`config.mk`:
```
export PLATFORM = sky130hd
export DESIGN_NAME = matrix_multiply_4x4
export DESIGN_NICKNAME = d
export VERILOG_FILES = /design/src/mm4_pkg.sv /design/src/mm4_ctrl.sv /design/src/mm4_datapath.sv /design/src/matrix_multiply_4x4.sv
export VERILOG_INCLUDE_DIRS = /design/src /design/src/src
export SDC_FILE = /design/constraint.sdc
export NUM_CORES = 2
export LEC_CHECK = 0
export BUFFER_PORTS_ARGS = -buffer_cell sky130_fd_sc_hd__buf_2
export CORE_ASPECT_RATIO = 1.4
export CORE_UTILIZATION = 55
export DETAILED_ROUTE_END_ITERATION = 10
export PLACE_DENSITY_LB_ADDON = 0.25
export SETUP_SLACK_MARGIN = 0.02
export SLEW_MARGIN = 20
export SYNTH_ARGS = -nofsm -noshare
export SYNTH_HDL_FRONTEND = slang
export SYNTH_SLANG_ARGS = --single-unit
```
`constraint.sdc`:
```
create_clock -name clk_i -period 8 [get_ports clk_i]
set_input_delay 0.8 -clock clk_i [delete_from_list [all_inputs] [get_ports clk_i]]
set_output_delay 0.8 -clock clk_i [all_outputs]
set_load 0.02 [all_outputs]
```
`src/matrix_multiply_4x4_assert.svh`:
```
// Assertion macros for the matrix multiply block.
// Used by the top level; needs no other file.
`ifndef MATRIX_MULTIPLY_4X4_ASSERT_SVH
`define MATRIX_MULTIPLY_4X4_ASSERT_SVH

// Same-cycle implication, checked out of reset.
`define MM4_ASSERT_NOW(label, clk, rst_n, ante, cons) \
  label: assert property (@(posedge clk) disable iff (!rst_n) (ante) |-> (cons)) \
    else $error("mm4 assertion failed");

// Next-cycle implication, checked out of reset.
`define MM4_ASSERT_NEXT(label, clk, rst_n, ante, cons) \
  label: assert property (@(posedge clk) disable iff (!rst_n) (ante) |=> (cons)) \
    else $error("mm4 assertion failed");

`endif

```
`src/mm4_pkg.sv`:
```
// Shared types and constants of the matrix multiply block.
// No dependencies; used by the controller, datapath and top level.
package mm4_pkg;

  localparam int unsigned ELEM_W = 32;  // Q16.16 element
  localparam int unsigned PROD_W = 64;  // exact product of two elements
  localparam int unsigned IDX_W  = 4;   // product index field

  // Controller to datapath commands
  typedef struct packed {
    logic wr_en;     // store the input word
    logic wr_right;  // 1: right matrix store, 0: left
    logic rd_en;     // read one A/B pair for the dot product
    logic first;     // first term of a dot product
    logic last_k;    // last term of a dot product
    logic out_load;  // move finished sum into the output register
    logic out_last;  // this sum is the final element of the matrix
  } mm4_cmd_t;

  // Datapath to controller status
  typedef struct packed {
    logic acc_done;  // finished sum waiting in the accumulator
    logic out_free;  // output register can take a word this cycle
  } mm4_status_t;

endpackage

```
`src/mm4_ctrl.sv`:
```
// Controller of the matrix multiply block: load counter and the
// row/column/term sequencer. Uses mm4_pkg.
module mm4_ctrl #(
  parameter int unsigned DIM = 4
) (
  input  logic                    clk_i,
  input  logic                    rst_ni,
  input  logic                    element_valid_i,
  output logic                    element_ready_o,
  input  mm4_pkg::mm4_status_t    status_i,
  output mm4_pkg::mm4_cmd_t       cmd_o,
  output logic [$clog2(DIM*DIM)-1:0] wr_addr_o,
  output logic [$clog2(DIM*DIM)-1:0] a_addr_o,
  output logic [$clog2(DIM*DIM)-1:0] b_addr_o,
  output logic [mm4_pkg::IDX_W-1:0]  out_idx_o
);

  localparam int unsigned CELLS = DIM * DIM;
  localparam int unsigned LOADS = 2 * CELLS;
  localparam int unsigned CW    = $clog2(CELLS);
  localparam int unsigned LW    = $clog2(LOADS);
  localparam int unsigned IW    = $clog2(DIM);
  localparam logic [IW-1:0] LAST_I = IW'(DIM - 1);

  localparam logic [1:0] ST_LOAD  = 2'd0;
  localparam logic [1:0] ST_ISSUE = 2'd1;
  localparam logic [1:0] ST_WAIT  = 2'd2;

  logic [1:0]    state_q, state_d;
  logic [LW-1:0] load_cnt_q, load_cnt_d;
  logic [IW-1:0] row_q, row_d;
  logic [IW-1:0] col_q, col_d;
  logic [IW-1:0] k_q, k_d;
  logic          accept;
  logic          last_cell;

  assign element_ready_o = (state_q == ST_LOAD);
  assign accept          = element_valid_i && element_ready_o;
  assign last_cell       = (row_q == LAST_I) && (col_q == LAST_I);

  // Store and read addresses
  assign wr_addr_o = (load_cnt_q < LW'(CELLS)) ? load_cnt_q[CW-1:0]
                                               : CW'(load_cnt_q - LW'(CELLS));
  assign a_addr_o  = CW'(int'(row_q) * DIM + int'(k_q));
  assign b_addr_o  = CW'(int'(k_q) * DIM + int'(col_q));
  assign out_idx_o = mm4_pkg::IDX_W'(int'(row_q) * DIM + int'(col_q));

  // Sequencer
  always_comb begin
    state_d    = state_q;
    load_cnt_d = load_cnt_q;
    row_d      = row_q;
    col_d      = col_q;
    k_d        = k_q;
    cmd_o      = '0;
    unique case (state_q)
      ST_LOAD: begin
        if (accept) begin
          cmd_o.wr_en    = 1'b1;
          cmd_o.wr_right = (load_cnt_q >= LW'(CELLS));
          if (load_cnt_q == LW'(LOADS - 1)) begin
            load_cnt_d = '0;
            row_d      = '0;
            col_d      = '0;
            k_d        = '0;
            state_d    = ST_ISSUE;
          end else begin
            load_cnt_d = load_cnt_q + 1'b1;
          end
        end
      end
      ST_ISSUE: begin
        cmd_o.rd_en  = 1'b1;
        cmd_o.first  = (k_q == '0);
        cmd_o.last_k = (k_q == LAST_I);
        if (k_q == LAST_I) begin
          k_d     = '0;
          state_d = ST_WAIT;
        end else begin
          k_d = k_q + 1'b1;
        end
      end
      ST_WAIT: begin
        if (status_i.acc_done && status_i.out_free) begin
          cmd_o.out_load = 1'b1;
          cmd_o.out_last = last_cell;
          if (last_cell) begin
            state_d = ST_LOAD;
          end else if (col_q == LAST_I) begin
            col_d   = '0;
            row_d   = row_q + 1'b1;
            state_d = ST_ISSUE;
          end else begin
            col_d   = col_q + 1'b1;
            state_d = ST_ISSUE;
          end
        end
      end
      default: begin
        state_d = ST_LOAD;
      end
    endcase
  end

  always_ff @(posedge clk_i or negedge rst_ni) begin
    if (!rst_ni) begin
      state_q    <= ST_LOAD;
      load_cnt_q <= '0;
      row_q      <= '0;
      col_q      <= '0;
      k_q        <= '0;
    end else begin
      state_q    <= state_d;
      load_cnt_q <= load_cnt_d;
      row_q      <= row_d;
      col_q      <= col_d;
      k_q        <= k_d;
    end
  end

endmodule

```
`src/mm4_datapath.sv`:
```
// Datapath of the matrix multiply block: A/B stores, one shared multiplier,
// accumulator, shift/saturate and the output register. Uses mm4_pkg.
module mm4_datapath #(
  parameter int unsigned DIM       = 4,
  parameter int unsigned FRAC_BITS = 16
) (
  input  logic                               clk_i,
  input  logic                               rst_ni,
  input  logic signed [mm4_pkg::ELEM_W-1:0]  element_value_i,
  input  mm4_pkg::mm4_cmd_t                  cmd_i,
  input  logic [$clog2(DIM*DIM)-1:0]         wr_addr_i,
  input  logic [$clog2(DIM*DIM)-1:0]         a_addr_i,
  input  logic [$clog2(DIM*DIM)-1:0]         b_addr_i,
  input  logic [mm4_pkg::IDX_W-1:0]          out_idx_i,
  output mm4_pkg::mm4_status_t               status_o,
  output logic                               product_valid_o,
  input  logic                               product_ready_i,
  output logic signed [mm4_pkg::ELEM_W-1:0]  product_value_o,
  output logic [mm4_pkg::IDX_W-1:0]          product_index_o,
  output logic                               last_of_run_o
);

  localparam int unsigned CELLS = DIM * DIM;
  localparam int unsigned EW    = mm4_pkg::ELEM_W;
  localparam int unsigned PW    = mm4_pkg::PROD_W;
  localparam int unsigned ACC_W = PW + $clog2(DIM);
  localparam logic signed [ACC_W-1:0] SAT_MAX = ACC_W'(64'sd2147483647);
  localparam logic signed [ACC_W-1:0] SAT_MIN = ACC_W'(-64'sd2147483648);

  // Element stores
  logic signed [EW-1:0] left_mem  [CELLS];
  logic signed [EW-1:0] right_mem [CELLS];
  logic signed [EW-1:0] a_rd_q, b_rd_q;

  always_ff @(posedge clk_i) begin
    if (cmd_i.wr_en && !cmd_i.wr_right) begin
      left_mem[wr_addr_i] <= element_value_i;
    end
    if (cmd_i.rd_en) begin
      a_rd_q <= left_mem[a_addr_i];
    end
  end

  always_ff @(posedge clk_i) begin
    if (cmd_i.wr_en && cmd_i.wr_right) begin
      right_mem[wr_addr_i] <= element_value_i;
    end
    if (cmd_i.rd_en) begin
      b_rd_q <= right_mem[b_addr_i];
    end
  end

  // Pipeline tags for the read and multiply stages
  logic rd_vld_q, rd_first_q, rd_last_q;
  logic mul_vld_q, mul_first_q, mul_last_q;
  logic acc_done_q, acc_done_d;
  logic out_valid_q;

  always_ff @(posedge clk_i or negedge rst_ni) begin
    if (!rst_ni) begin
      rd_vld_q    <= 1'b0;
      rd_first_q  <= 1'b0;
      rd_last_q   <= 1'b0;
      mul_vld_q   <= 1'b0;
      mul_first_q <= 1'b0;
      mul_last_q  <= 1'b0;
      acc_done_q  <= 1'b0;
    end else begin
      rd_vld_q    <= cmd_i.rd_en;
      rd_first_q  <= cmd_i.first;
      rd_last_q   <= cmd_i.last_k;
      mul_vld_q   <= rd_vld_q;
      mul_first_q <= rd_first_q;
      mul_last_q  <= rd_last_q;
      acc_done_q  <= acc_done_d;
    end
  end

  // Multiply, then accumulate at full width
  logic signed [PW-1:0]    prod_q;
  logic signed [ACC_W-1:0] prod_ext;
  logic signed [ACC_W-1:0] acc_q, acc_d;

  always_ff @(posedge clk_i) begin
    if (rd_vld_q) begin
      prod_q <= PW'(a_rd_q) * PW'(b_rd_q);
    end
  end

  assign prod_ext = ACC_W'(prod_q);

  always_comb begin
    acc_d      = acc_q;
    acc_done_d = acc_done_q;
    if (mul_vld_q) begin
      acc_d = mul_first_q ? prod_ext : acc_q + prod_ext;
      if (mul_last_q) begin
        acc_done_d = 1'b1;
      end
    end
    if (cmd_i.out_load) begin
      acc_done_d = 1'b0;
    end
  end

  always_ff @(posedge clk_i) begin
    acc_q <= acc_d;
  end

  // Floor shift and saturation into the output word
  logic signed [ACC_W-1:0] shifted;
  logic signed [EW-1:0]    sat_value;

  assign shifted = acc_q >>> FRAC_BITS;

  always_comb begin
    if (shifted > SAT_MAX) begin
      sat_value = {1'b0, {(EW - 1){1'b1}}};
    end else if (shifted < SAT_MIN) begin
      sat_value = {1'b1, {(EW - 1){1'b0}}};
    end else begin
      sat_value = shifted[EW-1:0];
    end
  end

  // Output register
  logic signed [EW-1:0]          out_value_q;
  logic [mm4_pkg::IDX_W-1:0]     out_idx_q;
  logic                          out_last_q;

  always_ff @(posedge clk_i or negedge rst_ni) begin
    if (!rst_ni) begin
      out_valid_q <= 1'b0;
    end else if (cmd_i.out_load) begin
      out_valid_q <= 1'b1;
    end else if (product_ready_i) begin
      out_valid_q <= 1'b0;
    end
  end

  always_ff @(posedge clk_i) begin
    if (cmd_i.out_load) begin
      out_value_q <= sat_value;
      out_idx_q   <= out_idx_i;
      out_last_q  <= cmd_i.out_last;
    end
  end

  assign status_o.acc_done = acc_done_q;
  assign status_o.out_free = !out_valid_q || product_ready_i;

  assign product_valid_o = out_valid_q;
  assign product_value_o = out_value_q;
  assign product_index_o = out_idx_q;
  assign last_of_run_o   = out_last_q;

endmodule

```
`src/matrix_multiply_4x4.sv`:
```
// Top level of the fixed-point matrix multiply; instantiates mm4_ctrl and
// mm4_datapath, uses mm4_pkg and matrix_multiply_4x4_assert.svh.
//
// Send 2*DIM*DIM signed Q16.16 words: matrix A row-major, then matrix B
// row-major, one word per cycle while element_ready_o is high. After the
// last word of B the block computes C = A*B with one shared 32x32 multiplier
// and returns the DIM*DIM words of C row-major, each with its index and with
// last_of_run_o set on the final one. Every dot product is summed exactly,
// floored by FRAC_BITS and saturated to 32 bits. Each product word is
// formed in order: DIM issue steps, each reading one A/B pair from the
// stores, then the multiply stage, the accumulate stage and the hand-off
// into the output register, before the next word is started. Input is not
// taken while C is being formed; loading of the next pair starts while the
// last word of C still waits in the output register.
module matrix_multiply_4x4 #(
  parameter int unsigned DIM       = 4,
  parameter int unsigned FRAC_BITS = 16
) (
  input  logic                              clk_i,
  input  logic                              rst_ni,
  input  logic                              element_valid_i,
  output logic                              element_ready_o,
  input  logic signed [mm4_pkg::ELEM_W-1:0] element_value_i,
  output logic                              product_valid_o,
  input  logic                              product_ready_i,
  output logic signed [mm4_pkg::ELEM_W-1:0] product_value_o,
  output logic [mm4_pkg::IDX_W-1:0]         product_index_o,
  output logic                              last_of_run_o
);

  localparam int unsigned CW = $clog2(DIM * DIM);

  mm4_pkg::mm4_cmd_t           cmd;
  mm4_pkg::mm4_status_t        status;
  logic [CW-1:0]               wr_addr;
  logic [CW-1:0]               a_addr;
  logic [CW-1:0]               b_addr;
  logic [mm4_pkg::IDX_W-1:0]   out_idx;

  mm4_ctrl #(
    .DIM (DIM)
  ) u_ctrl (
    .clk_i           (clk_i),
    .rst_ni          (rst_ni),
    .element_valid_i (element_valid_i),
    .element_ready_o (element_ready_o),
    .status_i        (status),
    .cmd_o           (cmd),
    .wr_addr_o       (wr_addr),
    .a_addr_o        (a_addr),
    .b_addr_o        (b_addr),
    .out_idx_o       (out_idx)
  );

  mm4_datapath #(
    .DIM       (DIM),
    .FRAC_BITS (FRAC_BITS)
  ) u_datapath (
    .clk_i           (clk_i),
    .rst_ni          (rst_ni),
    .element_value_i (element_value_i),
    .cmd_i           (cmd),
    .wr_addr_i       (wr_addr),
    .a_addr_i        (a_addr),
    .b_addr_i        (b_addr),
    .out_idx_i       (out_idx),
    .status_o        (status),
    .product_valid_o (product_valid_o),
    .product_ready_i (product_ready_i),
    .product_value_o (product_value_o),
    .product_index_o (product_index_o),
    .last_of_run_o   (last_of_run_o)
  );

  // Checks
  `include "matrix_multiply_4x4_assert.svh"

  // a word only moves to the output when its sum is done and the slot is free
  `MM4_ASSERT_NOW(a_out_load_ok, clk_i, rst_ni, cmd.out_load, status.acc_done && status.out_free)
  // no store reads and no finished sum waiting while loading
  `MM4_ASSERT_NOW(a_no_read_in_load, clk_i, rst_ni, element_ready_o, !cmd.rd_en && !status.acc_done)
  // after the final word of C the block is ready for a new load
  `MM4_ASSERT_NEXT(a_back_to_load, clk_i, rst_ni, cmd.out_load && cmd.out_last, element_ready_o)

endmodule
```
==> impl_metrics.tcl <==
set metrics [dict create \
    outcome "finished, final reports clean" \
    tns_ns 0 \
    syn_inst 6418 \
    wirelength_um 209000 \
    grt_usage 0.2669 \
    netlist_top_cells_count "edfxtp_1, fa_1, inv_1" \
    clock.fmax_ghz 0.1267 \
    vias_per_cell 5.803 \
    core_sq_um 157300 \
    clockBufferDepth 3 \
    worst_pin_slew_ns 1.120 \
    die-area_sq_um 160300 \
    place_hpwl_um 146000 \
    port_buffers 74 \
    crit_path_frequent_cell "fa_1" \
    htreeDepth 3 \
    relSlewSlack 0.2532 \
    synth_nets 7795 \
    cp_max_fo 7 \
    drive_gt1_frac 0.1440 \
    slew_violations 0 \
    die_w_um 338.7 \
    setup_viol 0 \
    crit_required_ns 8.45 \
    yosysWarningCount 0 \
    insertion_delay_ns 0.77 \
    synthDominantCellAreaShare 0.4319 \
    place.gp.congestion 0.9057 \
    path_class "reg2reg" \
    seq_area_frac_synth 0.4379 \
    drv_cap 0 \
    drtIter0Drc 3670 \
    synth_area_leaders "edfxtp_1, fa_1, mux4_2" \
    fin_nets 7914 \
    critPathSlowestCell "fa_1" \
    hold_class "in2async" \
    syn_to_final_growth_pct 9.900 \
    grt.overflow.total 0 \
    synth_edf_count 1255 \
    period_share 0.9867 \
    numCtsBuffers 115 \
    netlist_area_sq_um 87270 \
    num_io_pins 75 \
    critPathCaptureType "flip-flop" \
    async_flop_share 0.01646 \
    dr.pass1.iters 5 \
    synth_ff_type "edfxtp_1" \
    grt_pass1_vias 55500 \
    grt_first_pass_wirelength_um 322500 \
    worstSetupStartpointType "flip-flop" \
    cpPeakStageDelay_ns 0.55 \
    die_h_um 473.3 \
    dpl_worst_slack_ns -0.03172 \
    ys_types 77 \
    clkSinkCount 1276 \
    synth_seq_cells 1276 \
    wl_per_cell_um 23.95 \
    synth_top_area_cell "edfxtp_1" \
    ant_nets 0 \
    arrival_ns 8.34 \
    grt_max_degree 119 \
    cts_tree "done" \
    num_vias 50650 \
    antenna_found_initial 13 \
    syn_area_per_cell_sq_um 13.60 \
    hold_viol 0 \
    min_period_ns 7.894 \
    rsz0062_at_grt "true" \
    drc_errors 0 \
    row_count 172 \
    initial_core_util 0.5547 \
    timing.critical_path.buf_inv 5 \
    setup_ws_ns 0.1061 \
    clk_pin_slew_ns 0.07 \
    clock-skew-final_ns 0.08237 \
    root_buffer "clkbuf_16" \
    crit_family "adder cells" \
    post-synth-top-count-cell "edfxtp_1" \
]
[routing by layer]
metal | track usage | vias up | wire [um]
met5 | 0 | - | 82
met4 | 0.09124 | 14 | 7352
met3 | 0.04239 | 444 | 13460
met2 | 0.4812 | 1810 | 111000
met1 | 0.3259 | 26620 | 77160
li1 | - | 21760 | -
[cell families after synthesis]
group           Yosys count  share of synthesized area
simple gates           1548                    0.08707
fa+ha+maj              1341                     0.2854
buf+inv                1301                    0.05603
flops                  1276                     0.4379
compound gates          502                    0.03772
mux                     330                    0.08382
xor+xnor                120                    0.01204
[placed cells by master (no fill, tap or decap), types with 74 or more instances in the layout]
master     synthesis  routed
clkbuf_16          0     119
o21ai_0          124     120
buf_4              1     214
buf_2              2      74
mux4_2           320     320
a21oi_1          132     124
inv_1            969     965
ha_1             258     248
fa_1            1083    1075
a21o_1            76      76
edfxtp_1        1255    1255
and2_1           531     527
nand2_1          631     628
nor2_1           189     156
xnor2_1           81      81
[worst paths after layout]
path                                                startpoint                                      to  slack (ns)  cells past startpoint
worst max-delay path            u_datapath.b_rd_q[5]$_DFFE_PP_         u_datapath.prod_q[60]$_DFFE_PP_        0.11                     25
worst min-delay path                                    rst_ni        u_ctrl.load_cnt_q[0]$_DFFE_PN0P_        0.08                      1
worst max register to register  u_datapath.b_rd_q[5]$_DFFE_PP_         u_datapath.prod_q[60]$_DFFE_PP_        0.11                     25
worst min register to register  u_datapath.rd_last_q$_DFF_PN0_         u_datapath.mul_last_q$_DFF_PN0_        0.36                      0
max in group asynchronous                               rst_ni        u_datapath.mul_first_q$_DFF_PN0_        7.36                      1
min in group clk_i                             product_ready_i  u_datapath.product_valid_o$_DFFE_PN0P_        0.36                      3
[what timing repair did]
action	CTS	global route
cloned	0	4
resized for setup	7	77
setup buffers	0	24
endpoints found under the setup margin	11	17
pin swaps	4	48
hold buffers	0	0
[state kept, by name (all words and copies together), names as in the netlist]
name                        flops
u_datapath.right_mem          512
u_ctrl.col_q                    2
u_datapath.rd_last_q            1
u_ctrl.row_q                    2
u_datapath.rd_first_q           1
u_datapath.acc_q               66
u_datapath.product_valid_o      1
u_ctrl.state_q                  2
u_datapath.mul_first_q          1
u_datapath.product_value_o     32
u_ctrl.k_q                      2
u_datapath.mul_last_q           1
u_datapath.prod_q              64
u_datapath.b_rd_q              32
u_ctrl.load_cnt_q               5
u_datapath.acc_done_q           1
u_datapath.last_of_run_o        1
u_datapath.left_mem           512
u_datapath.a_rd_q              32
u_datapath.mul_vld_q            1
u_datapath.rd_vld_q             1
u_datapath.product_index_o      4
[metrics by stage]
stage                     cells  utilization  area, sq um  hold WS (ns)
after CTS                  8699       0.6053        95220       0.05022
after detailed placement   8481       0.5801        91260        0.3347
after floorplan            6418            -        87270        0.3312
after global placement     8481       0.5801        91260        0.3325
final                      8728       0.6096        95910       0.07903
after global routing       8727       0.6096        95900       0.08386
[area by class of cell]
| class | count | area, sq um |
|---|---|---|
| clock buffer | 141 | 2995 |
| antenna | 2 | 5.005 |
| clock inverter | 77 | 923.4 |
| tap | 2088 | 2613 |
| multi-input combinational | 3841 | 44740 |
| sequential | 1276 | 38240 |
| fill | 11770 | 61410 |
| inverter | 971 | 3645 |
| timing repair buffer | 332 | 2754 |
[worst register-to-register path: stages (launching register included)]
cell and delay (ns):
edfxtp_1 0.40, buf_6 0.15, buf_8 0.12, buf_12 0.13, and2_1 0.16, fa_1 0.51
fa_1 0.44, fa_1 0.51, inv_1 0.05, fa_1 0.47, inv_1 0.05, fa_1 0.55
fa_1 0.44, fa_1 0.49, fa_1 0.53, ha_4 0.30, nand2_2 0.06, o21ai_2 0.12
a21oi_2 0.10, or4_4 0.50, o31a_1 0.39, o31ai_4 0.39, a21oi_4 0.12, or3_1 0.34
a21oi_2 0.15, xor2_1 0.08
Power is not shown: default switching activity piles up to over one toggle a cycle in this logic, so the estimate is an artifact.
